[config.mk]
export PLATFORM = sky130hd
export DESIGN_NAME = node_registration_retry_fsm_flat
export DESIGN_NICKNAME = d
export VERILOG_FILES = /design/src/hdl/nrr_pkg.sv /design/src/hdl/nrr_if.sv /design/src/hdl/nrr_cfg.sv /design/src/hdl/nrr_inreg.sv /design/src/hdl/nrr_engine.sv /design/src/hdl/node_registration_retry_fsm.sv /design/src/flat_wrapper.sv
export SDC_FILE = /design/constraint.sdc
export NUM_CORES = 1
export LEC_CHECK = 0
export BUFFER_PORTS_ARGS = -buffer_cell sky130_fd_sc_hd__buf_2
export CAP_MARGIN = 0
export CORE_MARGIN = 3
export CORE_UTILIZATION = 41
export CTS_CLUSTER_DIAMETER = 50
export DETAILED_ROUTE_END_ITERATION = 8
export GPL_TIMING_DRIVEN = 0
export PLACE_DENSITY_LB_ADDON = 0.05
export SYNTH_ARGS = -nofsm -noshare
export SYNTH_HDL_FRONTEND = slang
export SYNTH_SLANG_ARGS = --single-unit
[constraint.sdc]
create_clock -name clk -period 18.5 [get_ports clk]
set_input_delay 0.925 -clock clk [delete_from_list [all_inputs] [get_ports clk]]
set_output_delay 0.925 -clock clk [all_outputs]
set_load 0.05 [all_outputs]
[src/hdl/nrr_pkg.sv]
// ----------------------------------------------------------------------------
// nrr_pkg: shared types and codes
// Event codes, state codes, configuration indexes and beat payload types
// for the node registration retry controller.
// ----------------------------------------------------------------------------
package nrr_pkg;

    localparam logic [2:0] OP_START      = 3'd0;
    localparam logic [2:0] OP_STOP       = 3'd1;
    localparam logic [2:0] OP_EXPIRE     = 3'd2;
    localparam logic [2:0] OP_RESPONSE   = 3'd3;
    localparam logic [2:0] OP_REREGISTER = 3'd4;

    localparam logic [1:0] ST_IDLE  = 2'd0;
    localparam logic [1:0] ST_UNREG = 2'd1;
    localparam logic [1:0] ST_REG   = 2'd2;

    localparam int          CFG_INDEX_W = 3;
    localparam int          CFG_DATA_W  = 48;
    localparam logic [2:0]  CFG_BASE_TIMEOUT   = 3'd0;
    localparam logic [2:0]  CFG_BACKOFF_FACTOR = 3'd1;
    localparam logic [2:0]  CFG_MAX_STEPS      = 3'd2;
    localparam logic [2:0]  CFG_MAX_RETRIES    = 3'd3;
    localparam logic [2:0]  CFG_OWN_MAC        = 3'd4;

    localparam logic [47:0] BCAST_MAC     = {6{8'hFF}};
    localparam logic [3:0]  RETRY_SAT     = 4'hF;
    localparam logic [31:0] TIMEOUT_SAT   = 32'hFFFF_FFFF;

    typedef struct packed {
        logic [15:0] base_timeout;
        logic [4:0]  backoff_factor;
        logic [3:0]  max_backoff_steps;
        logic [3:0]  max_retries;
        logic [47:0] own_mac;
    } cfg_t;

    typedef struct packed {
        logic [2:0]  operation;
        logic [47:0] frame_mac;
        logic [15:0] assigned_address;
        logic        timer_ok;
        logic        tx_ok;
    } in_item_t;

    typedef struct packed {
        logic [1:0]  reg_state;
        logic        start_timer;
        logic [31:0] timer_value;
        logic        stop_timer;
        logic        send_request;
        logic        send_confirm;
        logic        address_update;
        logic [15:0] network_address;
        logic        give_up;
        logic [15:0] request_count;
        logic [15:0] response_count;
        logic [15:0] reregister_count;
    } out_item_t;

    typedef struct packed {
        logic     valid;
        in_item_t item;
    } stage_t;

endpackage

[src/hdl/nrr_if.sv]
// ----------------------------------------------------------------------------
// nrr_if: valid/ready channels
// Event channel and result channel, each with source and sink modports.
// ----------------------------------------------------------------------------
interface nrr_in_if;
    logic             valid;
    logic             ready;
    nrr_pkg::in_item_t payload;

    modport source (output valid, output payload, input ready);
    modport sink   (input valid, input payload, output ready);
endinterface

interface nrr_out_if;
    logic              valid;
    logic              ready;
    nrr_pkg::out_item_t payload;

    modport source (output valid, output payload, input ready);
    modport sink   (input valid, input payload, output ready);
endinterface

[src/hdl/nrr_cfg.sv]
// ----------------------------------------------------------------------------
// nrr_cfg: configuration registers
// Write-only register file with reset values; unused indexes are dropped.
// ----------------------------------------------------------------------------
module nrr_cfg
(
    input  logic                                clk,
    input  logic                                rst_n,
    input  logic                                cfg_we,
    input  logic [nrr_pkg::CFG_INDEX_W-1:0]     cfg_index,
    input  logic [nrr_pkg::CFG_DATA_W-1:0]      cfg_data,
    output nrr_pkg::cfg_t                       cfg
);

    nrr_pkg::cfg_t cfg_reg;

    always_ff @(posedge clk or negedge rst_n)
    begin
        if (!rst_n)
        begin
            cfg_reg.base_timeout      <= 16'd1000;
            cfg_reg.backoff_factor    <= 5'd2;
            cfg_reg.max_backoff_steps <= 4'd4;
            cfg_reg.max_retries       <= 4'd5;
            cfg_reg.own_mac           <= '0;
        end
        else if (cfg_we)
        begin
            unique case (cfg_index)
                nrr_pkg::CFG_BASE_TIMEOUT:   cfg_reg.base_timeout      <= cfg_data[15:0];
                nrr_pkg::CFG_BACKOFF_FACTOR: cfg_reg.backoff_factor    <= cfg_data[4:0];
                nrr_pkg::CFG_MAX_STEPS:      cfg_reg.max_backoff_steps <= cfg_data[3:0];
                nrr_pkg::CFG_MAX_RETRIES:    cfg_reg.max_retries       <= cfg_data[3:0];
                nrr_pkg::CFG_OWN_MAC:        cfg_reg.own_mac           <= cfg_data[47:0];
                default: ;
            endcase
        end
    end

    assign cfg = cfg_reg;

endmodule

[src/hdl/nrr_inreg.sv]
// ----------------------------------------------------------------------------
// nrr_inreg: event input register
// Captures one event beat; holds it until the engine takes it.
// ----------------------------------------------------------------------------
module nrr_inreg
(
    input  logic            clk,
    input  logic            rst_n,
    nrr_in_if.sink          events,
    input  logic            take,
    output nrr_pkg::stage_t stage
);

    logic              valid_reg;
    logic              valid_next;
    nrr_pkg::in_item_t item_reg;
    logic              accept;

    assign events.ready = !valid_reg || take;
    assign accept       = events.valid && events.ready;
    assign valid_next   = accept || (valid_reg && !take);

    always_ff @(posedge clk or negedge rst_n)
    begin
        if (!rst_n)
        begin
            valid_reg <= 1'b0;
        end
        else
        begin
            valid_reg <= valid_next;
        end
    end

    always_ff @(posedge clk)
    begin
        if (accept)
        begin
            item_reg <= events.payload;
        end
    end

    assign stage.valid = valid_reg;
    assign stage.item  = item_reg;

endmodule

[src/hdl/nrr_engine.sv]
// ----------------------------------------------------------------------------
// nrr_engine: registration state machine
// Evaluates one event per cycle, unless the result channel stalls, against
// the held state and loads the result register.
// ----------------------------------------------------------------------------
module nrr_engine
(
    input  logic            clk,
    input  logic            rst_n,
    input  nrr_pkg::cfg_t   cfg,
    input  nrr_pkg::stage_t stage,
    output logic            take,
    nrr_out_if.source       results
);

    typedef enum logic [1:0] {
        S_IDLE  = nrr_pkg::ST_IDLE,
        S_UNREG = nrr_pkg::ST_UNREG,
        S_REG   = nrr_pkg::ST_REG
    } fsm_state_t;

    fsm_state_t         state_reg, state_next;
    logic [3:0]         retry_reg, retry_next;
    logic [31:0]        timeout_reg, timeout_next;
    logic [15:0]        addr_reg, addr_next;
    logic [15:0]        req_cnt_reg, req_cnt_next;
    logic [15:0]        resp_cnt_reg, resp_cnt_next;
    logic [15:0]        rereg_cnt_reg, rereg_cnt_next;
    logic               out_valid_reg;
    nrr_pkg::out_item_t out_reg, out_next;

    nrr_pkg::in_item_t  item;
    logic               try_send;
    logic               mac_own;
    logic [36:0]        prod;

    assign item    = stage.item;
    assign take    = stage.valid && (!out_valid_reg || results.ready);
    assign mac_own = (item.frame_mac == cfg.own_mac);

    always_comb
    begin
        state_next     = state_reg;
        retry_next     = retry_reg;
        timeout_next   = timeout_reg;
        addr_next      = addr_reg;
        req_cnt_next   = req_cnt_reg;
        resp_cnt_next  = resp_cnt_reg;
        rereg_cnt_next = rereg_cnt_reg;
        try_send       = 1'b0;
        prod           = '0;
        out_next       = '0;

        case (item.operation)
            nrr_pkg::OP_START:
            begin
                if (state_reg == S_REG)
                begin
                    out_next.address_update = 1'b1;
                end
                else
                begin
                    state_next   = S_UNREG;
                    retry_next   = '0;
                    timeout_next = {16'd0, cfg.base_timeout};
                    try_send     = 1'b1;
                end
            end
            nrr_pkg::OP_STOP:
            begin
                if (state_reg != S_IDLE)
                begin
                    retry_next          = '0;
                    timeout_next        = {16'd0, cfg.base_timeout};
                    out_next.stop_timer = 1'b1;
                    state_next          = S_IDLE;
                end
            end
            nrr_pkg::OP_EXPIRE:
            begin
                if (retry_reg >= cfg.max_retries)
                begin
                    retry_next       = '0;
                    timeout_next     = {16'd0, cfg.base_timeout};
                    state_next       = S_IDLE;
                    out_next.give_up = 1'b1;
                end
                else
                begin
                    try_send = 1'b1;
                end
            end
            nrr_pkg::OP_RESPONSE:
            begin
                if (mac_own)
                begin
                    out_next.stop_timer     = 1'b1;
                    resp_cnt_next           = resp_cnt_reg + 16'd1;
                    addr_next               = item.assigned_address;
                    out_next.address_update = 1'b1;
                    out_next.send_confirm   = 1'b1;
                    state_next              = S_REG;
                end
            end
            nrr_pkg::OP_REREGISTER:
            begin
                if (state_reg != S_IDLE && (mac_own || item.frame_mac == nrr_pkg::BCAST_MAC))
                begin
                    rereg_cnt_next = rereg_cnt_reg + 16'd1;
                    state_next     = S_UNREG;
                    retry_next     = '0;
                    timeout_next   = {16'd0, cfg.base_timeout};
                    try_send       = 1'b1;
                end
            end
            default: ;
        endcase

        if (try_send && state_next == S_UNREG && item.timer_ok)
        begin
            out_next.start_timer  = 1'b1;
            out_next.timer_value  = timeout_next;
            out_next.send_request = 1'b1;
            if (item.tx_ok)
            begin
                req_cnt_next = req_cnt_reg + 16'd1;
                if (retry_next < cfg.max_backoff_steps)
                begin
                    prod = {5'd0, timeout_next} * {32'd0, cfg.backoff_factor};
                    timeout_next = (prod[36:32] != 5'd0) ? nrr_pkg::TIMEOUT_SAT : prod[31:0];
                end
                if (retry_next != nrr_pkg::RETRY_SAT)
                begin
                    retry_next = retry_next + 4'd1;
                end
            end
        end

        out_next.reg_state        = state_next;
        out_next.network_address  = addr_next;
        out_next.request_count    = req_cnt_next;
        out_next.response_count   = resp_cnt_next;
        out_next.reregister_count = rereg_cnt_next;
    end

    always_ff @(posedge clk or negedge rst_n)
    begin
        if (!rst_n)
        begin
            state_reg     <= S_IDLE;
            retry_reg     <= '0;
            timeout_reg   <= '0;
            addr_reg      <= '0;
            req_cnt_reg   <= '0;
            resp_cnt_reg  <= '0;
            rereg_cnt_reg <= '0;
            out_valid_reg <= 1'b0;
            out_reg       <= '0;
        end
        else
        begin
            if (take)
            begin
                state_reg     <= state_next;
                retry_reg     <= retry_next;
                timeout_reg   <= timeout_next;
                addr_reg      <= addr_next;
                req_cnt_reg   <= req_cnt_next;
                resp_cnt_reg  <= resp_cnt_next;
                rereg_cnt_reg <= rereg_cnt_next;
                out_reg       <= out_next;
                out_valid_reg <= 1'b1;
            end
            else if (results.ready)
            begin
                out_valid_reg <= 1'b0;
            end
        end
    end

    assign results.valid   = out_valid_reg;
    assign results.payload = out_reg;

endmodule

[src/hdl/node_registration_retry_fsm.sv]
// ----------------------------------------------------------------------------
// Path: an event beat is captured in the input register, then evaluated into
// the result register, from which its result beat is taken.
// Throughput: one event per cycle unless results stall; the state update, the
// 32x5 backoff multiply and the saturation fit in the single stage between
// the registers. Reset: state idle, counters, address and timeout cleared,
// registers at their defaults; no clearing pass.
// ----------------------------------------------------------------------------
// node_registration_retry_fsm: node registration retry controller
// Tracks idle, unregistered and registered, drives request retries with
// timeout backoff, and reports one result beat per event beat.
// ----------------------------------------------------------------------------
module node_registration_retry_fsm
(
    input  logic                            clk,
    input  logic                            rst_n,
    nrr_in_if.sink                          events,
    nrr_out_if.source                       results,
    input  logic                            cfg_we,
    input  logic [nrr_pkg::CFG_INDEX_W-1:0] cfg_index,
    input  logic [nrr_pkg::CFG_DATA_W-1:0]  cfg_data
);

    nrr_pkg::cfg_t   cfg;
    nrr_pkg::stage_t stage;
    logic            take;

    nrr_cfg u_cfg
    (
        .clk       (clk),
        .rst_n     (rst_n),
        .cfg_we    (cfg_we),
        .cfg_index (cfg_index),
        .cfg_data  (cfg_data),
        .cfg       (cfg)
    );

    nrr_inreg u_inreg
    (
        .clk    (clk),
        .rst_n  (rst_n),
        .events (events),
        .take   (take),
        .stage  (stage)
    );

    nrr_engine u_engine
    (
        .clk     (clk),
        .rst_n   (rst_n),
        .cfg     (cfg),
        .stage   (stage),
        .take    (take),
        .results (results)
    );

endmodule

[src/flat_wrapper.sv]
// flat-port wrapper written by rule: the top's interface ports become plain ports
module node_registration_retry_fsm_flat 
  (clk, rst_n, cfg_we, cfg_index, cfg_data, events_valid, events_payload, events_ready, results_valid, results_payload, results_ready);
  nrr_in_if events_i ();
  nrr_out_if results_i ();
  input  logic clk;
  input  logic rst_n;
  input  logic cfg_we;
  input  logic [nrr_pkg::CFG_INDEX_W-1:0] cfg_index;
  input  logic [nrr_pkg::CFG_DATA_W-1:0] cfg_data;
  input wire logic [$bits(events_i.valid)-1:0] events_valid;
  input wire logic [$bits(events_i.payload)-1:0] events_payload;
  output wire logic [$bits(events_i.ready)-1:0] events_ready;
  output wire logic [$bits(results_i.valid)-1:0] results_valid;
  output wire logic [$bits(results_i.payload)-1:0] results_payload;
  input wire logic [$bits(results_i.ready)-1:0] results_ready;
  assign events_i.valid = events_valid;
  assign events_i.payload = events_payload;
  assign events_ready = events_i.ready;
  assign results_valid = results_i.valid;
  assign results_payload = results_i.payload;
  assign results_i.ready = results_ready;
  node_registration_retry_fsm u_core (.clk(clk), .rst_n(rst_n), .events(events_i), .results(results_i), .cfg_we(cfg_we), .cfg_index(cfg_index), .cfg_data(cfg_data));
endmodule
## Word level (Yosys, flattened, before mapping)

Cells that the tools add are included.

| word-level totals | value |
|---|---|
| output and inout bits | 106 |
| word-level logic and storage cells | 120 |
| bits of input ports | 125 |
| flip-flop bits (word level) | 288 |

| cells by class | value |
|---|---|
| equality and inequality tests | 13 |
| order comparisons | 2 |
| mux-type cells | 48 |
| multiply operators | 1 |
| $add $sub $neg | 4 |
| reduce and logical (&&, ||, !) cells | 26 |

Operators by type and width:

| cell | count |
|---|---|
| 32-bit two-way mux | 8 |
| 16-bit two-way mux | 8 |
| 32-bit case mux with 4 select lines | 1 |
| 16-bit by 1-bit adder with 16-bit output (second input constant) | 3 |
| 48-bit equality test | 1 |
| 48-bit equality test (second input constant) | 1 |
| 32-bit by 5-bit multiplier with 37-bit output | 1 |
| 33-bit two-way mux | 1 |
| 4-bit two-way mux | 7 |
| 4-bit case mux with 4 select lines | 1 |
| 3-bit by 2-bit equality test with 1-bit output (second input constant) | 4 |
| 1-bit two-way mux | 12 |
| 2-bit two-way mux | 6 |
| 2-bit case mux with 5 select lines | 1 |
| 2-bit AND reduction | 5 |
| 3-bit AND reduction | 3 |
| 3-bit by 1-bit equality test with 1-bit output (second input constant) | 2 |
| 3-bit equality test (second input constant) | 2 |
| 1-bit logical AND | 6 |
| 3-bit logical NOT | 2 |
| 5-bit nonzero test | 1 |
| 4-bit by 1-bit adder with 4-bit output (second input constant) | 1 |
| 4-bit greater-or-equal comparator | 1 |
| 1-bit logical OR | 4 |
| 8 further kinds | 12 |

## Depth between registers and ports, before layout

Gate-level depths: netlist (run 1).

| depth | value |
|---|---|
| depth after elaboration | 11 |
| gate-level depth with buffers | 28 |
| gate-level depth less buffers | 26 |

## Cells and area by module

A second synthesis (run 1) with hierarchy kept.

| second synthesis, totals | value |
|---|---|
| cell total of the unflattened synthesis | 1639 |
| area total of the unflattened synthesis | 17688.2 um2 |

Modules (own cells, without submodules):

| module | sequential area each (um2) | area each (um2) | times used | cells an instance |
|---|---|---|---|---|
| nrr_engine | 3503.4 | 12548.3 | 1 | 1400 |
| nrr_cfg | 1939.4 | 3006.6 | 1 | 165 |
| nrr_inreg | 2097.0 | 2133.3 | 1 | 74 |

## Worst setup path after synthesis (run 1)

No wires, ideal clock.

| timing path | value |
|---|---|
| path type | reg2reg |
| start point | register u_core.u_cfg.cfg_reg, in the netlist u_core.u_cfg.cfg[50] |
| end point | register u_core.u_engine.timeout_reg[11] |
| path slack | 11753 ps |
| required time | 18378 ps |
| setup time | 122 ps |
| clock period less this slack | 6747 ps |
| path buffers | 2 |
| arrival time | 6625 ps |
| stages on the path, launching flop included | 28 |
| path through | dfstp_2 > inv_1 > ha_1 > a21oi_1 > o21ai_0 > a21oi_1 > o22ai_1 > o31ai_2 > clkbuf_1 > nor3b_1 > a21oi_1 > nor2b_1 > fa_1 > fa_1 > inv_1 > fa_1 > inv_1 > ha_1 > nor3_1 > nor4_2 > a2111oi_4 > nor3_1 > o41a_1 > o311ai_2 > o2111ai_4 > nor3_4 > buf_6 > a21oi_2 |

| on the way | value |
|---|---|
| word-level cells in the longest chain between the ends | 9 |
| elaborated cells on any way between the ends | 19 |
| classes of those cells | 1 x mul; 2 x order compare; 1 x eq/ne; 12 x mux; 3 x reduce/logical |

Ends and longest elaborated chain:

| item | line | source |
|---|---|---|
| start, declared | nrr_cfg.sv:15 | `nrr_pkg::cfg_t cfg_reg;` |
| 4-bit greater-or-equal comparator * | nrr_engine.sv:81 | `if (retry_reg >= cfg.max_retries)` |
| 32-bit two-way mux | nrr_engine.sv:81 |  |
| 32-bit case mux with 4 select lines | nrr_engine.sv:54 | `case (item.operation)` |
| 32-bit by 5-bit multiplier with 37-bit output | nrr_engine.sv:129 | `prod = {5'd0, timeout_next} * {32'd0, cfg.backoff_factor};` |
| 5-bit nonzero test | nrr_engine.sv:130 | `timeout_next = (prod[36:32] != 5'd0) ? nrr_pkg::TIMEOUT_SAT : prod[31:0];` |
| 32-bit two-way mux | nrr_engine.sv:130 |  |
| 32-bit two-way mux | nrr_engine.sv:127 | `if (retry_next < cfg.max_backoff_steps)` |
| 32-bit two-way mux | nrr_engine.sv:124 | `if (item.tx_ok)` |
| 32-bit two-way mux * | nrr_engine.sv:119 | `if (try_send && state_next == S_UNREG && item.timer_ok)` |
| end signal, assigned | nrr_engine.sv:166 | `timeout_reg <= timeout_next;` |
| end, declared | nrr_engine.sv:24 | `logic [31:0] timeout_reg, timeout_next;` |

Mark *: on every way between the ends. The rest lies on a longest branch, timed or not.
A chain may end at the register's enable or synchronous reset.

## Final worst setup path (run 1)

| timing path | value |
|---|---|
| start point | register u_core.u_cfg.cfg_reg, in the netlist u_core.u_cfg.cfg[50] |
| end point | register u_core.u_engine.timeout_reg[7] |

Same word-level chain as after synthesis.

==> results of run 1 <==
## layout make-up
type / instances / area, sq um / share of cell area
Clock inverter: 22 / 209.0 / 0.01010
Clock buffer: 50 / 1057 / 0.05109
Timing Repair Buffer: 233 / 1244 / 0.06010
Sequential cell: 287 / 7540 / 0.3643
Buffer: 71 / 306.5 / 0.01481
Inverter: 129 / 484.2 / 0.02340
Tap cell: 539 / 674.4 / 0.03259
Antenna cell: 2 / 5.005 / 0.0002418
Multi-Input combinational cell: 1113 / 9175 / 0.4434
## worst max-delay path, cell delays in order (launching register included)
cell,delay [ps]
dfstp_2,530
inv_1,40
ha_1,280
a21oi_1,130
o21ai_0,130
a21oi_1,230
o22ai_1,150
o31ai_2,670
clkbuf_1,380
nor3b_1,150
a21oi_1,640
nor2b_1,170
fa_1,540
fa_1,550
inv_1,60
fa_1,540
inv_1,50
ha_1,370
nand4_1,170
nor4_2,410
a2111oi_4,170
nand3b_1,320
o31a_1,330
xor2_1,220
o2111ai_4,330
nor3_4,400
buf_6,230
a21oi_2,70
## synthesized netlist by cell type (all sizes together) (9+ instances only)
master and n:
nand2b 23, dfstp 10, and3 74, dfrtp 208
o211ai 9, nand3 28, inv 129, nor3 27
fa 90, a22o 17, buf 12, o21ai 43
nand2 99, clkbuf 59, nor3b 19, mux2 93
a21oi 67, nor2b 73, o2bb2ai 16, a31o 13
xor2 69, ha 56, nor4 30, edfxtp 69
xnor2 55, and2 15, nor2 60, a21o 13
nand4 44
## final timing paths
kind                                                        to  slack, ps  cells after the start
hold / removal             u_core.u_engine.results.payload[47]        230                      1
max in group asynchronous      u_core.u_engine.timeout_reg[19]      17450                      2
min in group clk           u_core.u_engine.results.payload[57]        470                      1
setup reg to reg                u_core.u_engine.timeout_reg[7]      10110                     27
setup / recovery                u_core.u_engine.timeout_reg[7]      10110                     27
hold reg to reg            u_core.u_engine.results.payload[57]        470                      1
## logic make-up (layout without fill, tap and decap cells)
| family | Yosys count | count (layout) | share of synthesized area |
|---|---|---|---|
| AO/OA/AOI/OAI | 235 | 235 | 0.09672 |
| adder cells (fa/ha/maj) | 146 | 146 | 0.1430 |
| flip-flops | 287 | 287 | 0.4308 |
| other | 0 | 2 | 0 |
| XOR/XNOR | 124 | 124 | 0.06248 |
| buffers and inverters | 200 | 505 | 0.04518 |
| multiplexers | 97 | 97 | 0.06212 |
| AND/OR/NAND/NOR | 511 | 511 | 0.1598 |
## report_power, final
group / total [mW] / internal [mW] / switching, mW
registers: 0.775 / 0.725 / 0.0505
clock network: 0.733 / 0.438 / 0.294
logic: 1.29 / 0.486 / 0.801
## layout by cell type, fill, tap and decap left out, types with 56 or more instances in the layout
cell type	netlist	final
nor2b_1	73	73
dfrtp_1	208	208
mux2_2	93	93
buf_2	7	236
xor2_1	68	68
inv_1	129	129
nor2_1	59	59
ha_1	56	56
edfxtp_1	69	69
a21oi_1	57	57
and3_1	74	74
fa_1	90	90
clkbuf_1	58	65
nand2_1	99	99
## per-stage QoR
step                      hold WS (ps)  power (mW)  utilization
after global placement           456.9       2.046       0.4598
after detailed placement         459.1       2.063       0.4620
after global routing             227.1       3.010       0.4921
final                            231.8       2.795       0.4923
after CTS                        208.8       2.814       0.4921
after floorplan                  453.9       1.719            -
## routing by layer
layer  wire length (um)  share of wire  vias up
li1                   -              -     6141
met1              23760           0.48     6595
met2              21910           0.45      313
met3               2299          0.047       62
met4               1118          0.023        2
met5                 13        0.00026        -
==> impl_metrics.toml, run 1 <==
[drt]
first_pass_iters = 5
wirelength_um = 49100
antenna_left = 0
drt-vias-per-instance = 5.361
wl_per_cell_um = 20.07
via_count = 13110
drt_iter0_markers = 716
drc_errors = 0

[logic_synthesis]
syn_area_per_cell_sq_um = 10.94
synth-seq-cells = 287
synth-edff-count = 69
yosysTopAreaCellShare = 0.2974
synthTopCellsByArea = "dfrtp_1 (30%), edfxtp_1 (12%), fa_1 (10%), mux2_2 (6.0%), ha_1 (4.0%)"
ys_warn_count = 0
synth_flop_cell = "dfrtp_1"
synth_cells = 1600
yosysTopAreaCell = "dfrtp_1"
async_flop_share = 0.7596
seq_area_frac_synth = 0.4308
syn_nets = 1871
netlist_area_sq_um = 17500
yosysUniqueCellTypes = 78

[place]
preCtsSetupSlack_ps = 10090
place.gp.congestion = 0.8755
place_area_sq_um = 19420
place_inst = 2372
dp_hpwl_um = 38070
port-buffer-count = 230

[sta]
hold_viol = 0
fmax_ghz = 0.1192
fin_crit_sh = 0.4536
setup_viol = 0
fin_tns_setup_ps = 0
worst_slack_ps = 10110
slew_violations = 0
rsz0062_at_grt = "no"
maxSlewHeadroom = 0.3569
finClkSkew_ps = 22.87
tightest_slew_ps = 962.5
finalWorstPathRequiredPeriod_ps = 8392

[setup_path]
reg2reg_from = "u_core.u_cfg.cfg[50]"
crit_path_end_kind = "register"
cp.required_ps = 18940
crit_start = "u_core.u_cfg.cfg[50]"
arrival_ps = 8830
cp_max_fo = 10
worstSetupStartpointType = "register"
critPathKind = "register to register"

[power]
power.density_nw_per_um2 = 135.0
max-vdd-ir-drop_v = 0.00009271
cellLeakagePower_nw = 9.741

[finish]
largest_reg_flops = 103
stdcell_area_sq_um = 20690
n_fill_cell = 3928
area_growth_pct = 18.24
layout-drive-gt1-share = 0.2362
fin_nets = 2145
instances_no_fill = 2446

[floorplan]
die_w_um = 212.6
dieArea_sq_um = 45210
start_util = 0.4163
ios = 231
core_sq_um = 42040
die_h_um = 212.6
placementRows = 75

[global_routing]
grt_pass1_wl_um = 78150
busiest_layer = "met2"
grt_max_degree = 104
gr-total-overflow = 0
grt_use_total = 0.2230
grt_pass1_vias = 13630
grt_use_met3 = 0.03438
met1_usage = 0.3268
grt_use_met2 = 0.3465
antenna_found_initial = 1

[clock_network]
clock-sinks = 287
clk_latency_ps = 560
postCtsHoldBufs = 0
cts_setup_buffers = 0
cts_buffers = 39
cts_tree = "built"
ctsRootBufferMaster = "clkbuf_16"
cts_resized = 0
htree_num_levels = 2
path_clk_slew_ps = 60
clk_path_buf_depth = 3

[flow_run]
maxCapViolations = 0

[run_status]
status = "completed"

[worst_hold_path]
hold_class = "primary input to asynchronous set/reset pin"
Note: power is estimated with default switching activity, not from simulation.
==> run 2, diff against run 1 <==
Settings changed: ABC_AREA set to 1.
Clock period 18.5 ns to 8.8 ns, I/O delays scaled along.
==> impl_metrics.toml, run 2 <==
[drt]
wirelength_um = 48750
drc_errors = 0
wl_per_cell_um = 16.82
drt_iter0_markers = 728
first_pass_iters = 5
drt-vias-per-instance = 4.922
via_count = 14270
antenna_left = 0

[sta]
rsz0062_at_grt = "no"
finClkSkew_ps = 17.69
slew_violations = 0
whs_ps = 36.17
fin_tns_setup_ps = 0
tightest_slew_ps = 1019
maxSlewHeadroom = 0.3209
fmax_ghz = 0.1425
setup_viol = 0
fin_crit_sh = 0.7975
finalWorstPathRequiredPeriod_ps = 7018
hold_viol = 0

[worst_hold_path]
holdCritStartpoint = "events_payload[17]"
whs_path_depth = 1
hold_class = "primary input to register"
min_to = "u_core.u_inreg.stage[17]"

[power]
cellLeakagePower_nw = 10.51
pwr-share-comb = 0.246
max-vdd-ir-drop_v = 0.0001676
p_seq_frac = 0.367
p_clk_frac = 0.387
internal_power_mw = 2.922
swShare = 0.3364
p_sw_mw = 1.481
p_total_mw = 4.404
power.density_nw_per_um2 = 210.5

[setup_path]
cp_top_family = "simple AND/OR/NAND/NOR gates"
r2r-end = "u_core.u_engine.timeout_reg[29]"
cp.required_ps = 9260
critPathKind = "register to register"
crit_start = "u_core.u_inreg.stage[26]"
rr_worst_depth = 34
cp_max_fo = 10
critPathMaxStageDelay_ps = 550
cp_common_cell = "nand2_1"
reg2reg_from = "u_core.u_inreg.stage[26]"
arrival_ps = 7480
path_buf_inv = 5
crit_path_end_kind = "register"
cp_slowest_cell = "fa_1"
worstSetupStartpointType = "register"
r2r_setup_slack_ps = 1780

[place]
port-buffer-count = 230
place.gp.congestion = 0.8771
dp_hpwl_um = 37630
place_inst = 2815

[logic_synthesis]
yosysTopAreaCellShare = 0.2961
async_flop_share = 0.7596
synthTopCellsByArea = "dfrtp_1 (30%), edfxtp_1 (12%), nand2_1 (11%), fa_1 (10%), inv_1 (5.9%)"
synth_cells = 2044
netlist_area_sq_um = 17580
netlist_top_cells_count = "nand2_1 (535), inv_1 (274), nor2_1 (225)"
synth-edff-count = 69
syn_area_per_cell_sq_um = 8.600
seq_area_frac_synth = 0.4289
synth_most_common_cell = "nand2_1"
yosysTopAreaCell = "dfrtp_1"
syn_nets = 2315
ys_warn_count = 0
synth_flop_cell = "dfrtp_1"
synth-seq-cells = 287
yosysUniqueCellTypes = 51

[global_routing]
antenna_found_initial = 21
gr-total-overflow = 0
grt_use_total = 0.2205
grt_max_degree = 96
grt_pass1_vias = 14700
grt_pass1_wl_um = 78630

[run_status]
status = "completed"

[finish]
largest_reg_flops = 103
layout-drive-gt1-share = 0.1601
utilization = 0.4966
instances_no_fill = 2898
area_growth_pct = 19.03
most-common-layout-cells = "nand2_1 (535), inv_1 (273), buf_2 (239), nor2_1 (225), dfrtp_1 (208)"
final_common_cell = "nand2_1"
fin_nets = 2592

[floorplan]
die_h_um = 213.1
placementRows = 75
core_sq_um = 42130
dieArea_sq_um = 45390
start_util = 0.4172
die_w_um = 213.1
ios = 231

[clock_network]
path_clk_slew_ps = 60
clk_latency_ps = 580
cts_buffers = 42
clk_path_buf_depth = 3
htree_num_levels = 2
ctsRootBufferMaster = "clkbuf_16"
clock-sinks = 287
cts_tree = "built"

[flow_run]
maxCapViolations = 0
## run 2: changes by cell type in the layout (fill, tap and decap cells not counted), moves of 73 or more
cell | before | now
and3_1 | 74 | 0
inv_1 | 129 | 273
nand2_1 | 99 | 535
nor2_1 | 59 | 225
nor2b_1 | 73 | 0
o21ai_0 | 38 | 120
## run 2: final cells by class
| type | count | area [sq um] |
|---|---|---|
| Sequential cell | 287 | 7540 |
| Clock inverter | 21 | 274.0 |
| Multi-Input combinational cell | 1422 | 8746 |
| Fill cell | 4099 | 21210 |
| Antenna cell | 4 | 10.01 |
| Clock buffer | 57 | 1159 |
| Inverter | 279 | 1050 |
| Tap cell | 539 | 674.4 |
| Timing Repair Buffer | 233 | 1226 |
| Buffer | 56 | 245.2 |
## run 2: how the worst max path moves through the flow
| stage | to | cells past startpoint |
|---|---|---|
| after detailed placement | u_core.u_engine.timeout_reg[29] | 33 |
| after CTS | u_core.u_engine.timeout_reg[11] | 33 |
| after global routing | u_core.u_engine.timeout_reg[9] | 37 |
| after floorplan | u_core.u_engine.timeout_reg[10] | 31 |
| after global placement | u_core.u_engine.timeout_reg[11] | 33 |
| final | u_core.u_engine.timeout_reg[29] | 34 |
## run 2: worst register-to-register path, delay by kind of cell (launching register included)
family | cells | cell delay [ps]
flops | 1 | 440
buf+inv | 5 | 810
fa+ha+maj | 4 | 1900
compound gates | 4 | 870
simple gates | 20 | 2750
xor+xnor | 1 | 160
## run 2: logic make-up (layout without fill, tap and decap cells)
kind of cell,after synthesis,count (layout),synth area share
xor+xnor,108,108,0.05381
flops,287,287,0.4289
buf+inv,335,646,0.07353
mux,26,26,0.01666
simple gates,911,911,0.2150
fa+ha+maj,146,146,0.1424
compound gates,231,231,0.06969
other cells,0,4,0
## run 2: what timing repair did
action | 4_1_cts | 5_1_grt
resized for setup | 0 | 0
hold buffers | 1 | 0
buffers inserted | 0 | 0
endpoints found under the hold margin | 52 | 0
## run 2: power groups by stage
stage | sequential, mW | combinational [mW] | clock [mW]
final | 1.61 | 1.08 | 1.70
after global routing | 1.63 | 1.24 | 1.81
after CTS | 1.61 | 1.10 | 1.75
after detailed placement | 1.64 | 1.09 | 0
after global placement | 1.64 | 1.07 | 0
after floorplan | 1.64 | 0.754 | 0
## run 2: stage by stage
step / setup slack (ps) / area (sq um)
floorplan: 2944 / 17580
global route: 1169 / 20920
CTS: 1715 / 20910
detailed placement: 1730 / 19470
global placement: 1852 / 19400
finish: 1782 / 20920
## run 2: metal layers
metal	global-route usage	share of wire	vias up
met5	0	0.0034	-
met4	0.06607	0.028	32
met3	0.05113	0.054	116
met2	0.3738	0.48	270
met1	0.2825	0.43	6802
li1	-	-	7045
==> run 3, diff against run 2 <==
Settings changed: ABC_AREA 1 to 0.
Clock period 8.8 ns to 6.92 ns, I/O delays scaled along.
==> impl_metrics.toml, run 3 (synthesis results as in run 1) <==
[drt]
via_count = 13840
wl_per_cell_um = 20.15
wirelength_um = 52100
drc_errors = 0
drt_iter0_markers = 746
first_pass_iters = 5
drt-vias-per-instance = 5.352
antenna_left = 0

[floorplan]
die_w_um = 212.6
ios = 231
die_h_um = 212.6
core_sq_um = 42040
start_util = 0.4163
dieArea_sq_um = 45210
placementRows = 75

[clock_network]
clk_latency_ps = 560
ctsRootBufferMaster = "clkbuf_16"
clk_path_buf_depth = 3
cts_tree = "built"
path_clk_slew_ps = 60
clock-sinks = 287
cts_buffers = 39
htree_num_levels = 2

[sta]
worst_slack_ps = -15.14
fmax_ghz = 0.1442
slew_violations = 0
finClkSkew_ps = 21.03
fin_crit_sh = 1.002
maxSlewHeadroom = 0.3471
hold_viol = 0
finalWorstPathRequiredPeriod_ps = 6935
tightest_slew_ps = 977.2
rsz0062_at_grt = "yes"
setup_viol = 8
whs_ps = 28.41

[global_routing]
antenna_found_initial = 3
grt_pass1_vias = 14350
busiest_layer = "met2"
gr-total-overflow = 0
grt_use_total = 0.2331
grt_use_met2 = 0.3693
met1_usage = 0.3375
grt_max_degree = 104
grt_use_met3 = 0.03630
grt_pass1_wl_um = 81830

[place]
preCtsSetupSlack_ps = -1489
port-buffer-count = 230
dp_hpwl_um = 38070
place.gp.congestion = 0.8755
place_area_sq_um = 19420

[finish]
largest_reg_flops = 103
fin_nets = 2285
most-common-layout-cells = "buf_2 (234), dfrtp_1 (208), inv_1 (120), nand2_1 (98), mux2_2 (93)"
stdcell_area_sq_um = 22980
area_growth_pct = 31.27
layout-drive-gt1-share = 0.3159
n_fill_cell = 3742
utilization = 0.5465
final_common_cell = "buf_2"

[setup_path]
critPathMaxStageDelay_ps = 560
r2r_setup_slack_ps = -20
crit_end = "u_core.u_engine.timeout_reg[11]"
critPathKind = "register to register"
worstSetupStartpointType = "register"
cp_max_fo = 6
path_buf_inv = 8
arrival_ps = 7370
reg2reg_from = "u_core.u_cfg.cfg[50]"
path_depth = 30
r2r-end = "u_core.u_engine.timeout_reg[11]"
crit_start = "u_core.u_cfg.cfg[50]"
cp.required_ps = 7360
cp_slowest_cell = "fa_1"
rr_worst_depth = 30
crit_path_end_kind = "register"
cp_top_family = "adder cells"

[worst_hold_path]
hold_class = "primary input to register"
holdCritStartpoint = "cfg_data[46]"

[power]
cellLeakagePower_nw = 10.64
power.density_nw_per_um2 = 376.3
max-vdd-ir-drop_v = 0.0003209

[run_status]
status = "finished with violations"
violations = "setup timing"

[flow_run]
maxCapViolations = 0
## run 3: changes by cell type in the layout (fill, tap and decap cells not counted), sizes merged, moves of 73 or more
cell	before	now
inv	287	135
dlygate4sd3	1	84
nand2	540	99
o21ai	125	43
and3	0	74
nor2b	0	73
nor2	230	60
## run 3: worst min-delay path by stage
stage / endpoint / slack (ps) / cells after the start
2_1_floorplan: u_core.u_cfg.cfg[0] / 50 / 0
3_3_place_gp: u_core.u_engine.results.payload[66] / 460 / 1
3_5_place_dp: u_core.u_engine.results.payload[13] / 220 / 1
4_1_cts: u_core.u_cfg.cfg[46] / 1 / 2
5_1_grt: u_core.u_cfg.cfg[38] / 5 / 2
6_report: u_core.u_cfg.cfg[46] / 30 / 2
## run 3: final cells by class
cell class                 instances  area [sq um]  share of cell area
clock buffer                      50          1057             0.04602
multi-input combinational       1113         10030              0.4366
inverter                         129         484.2             0.02107
sequential                       287          7540              0.3282
timing repair buffer             376          2609              0.1135
tap                              539         674.4             0.02935
buffer                            68         365.4             0.01590
antenna                            2         5.005           0.0002178
clock inverter                    22         209.0            0.009094
## run 3: where the power goes
group	total [mW]	switching [mW]	leakage, nW	internal (mW)
Clock	1.96	0.790	0.618	1.17
Sequential	2.10	0.158	3.47	1.94
Combinational	4.59	2.54	6.55	2.04
## run 3: stage by stage
stage	TNS [ps]	power, mW	std cells
5_1_grt	-8861	9.237	2586
4_1_cts	-3338	7.977	2560
6_report	-56.15	8.646	2586
2_1_floorplan	0	4.596	1600
3_3_place_gp	-39330	5.470	2369
3_5_place_dp	-42900	5.517	2372
## run 3: per-layer routing
layer  up-vias  wire [um]
met3        77       2462
met5         -         13
met4         2       1147
met2       346      23810
met1      7008      24660
li1       6407          -
## run 3: what timing repair did
item / in CTS / in global routing
hold endpoints to repair: 112 / 0
pin swaps: 18 / 69
hold buffers: 84 / 0
setup buffers: 31 / 27
setup endpoints to repair: 32 / 32
resized for setup: 87 / 127
cloned: 1 / 2
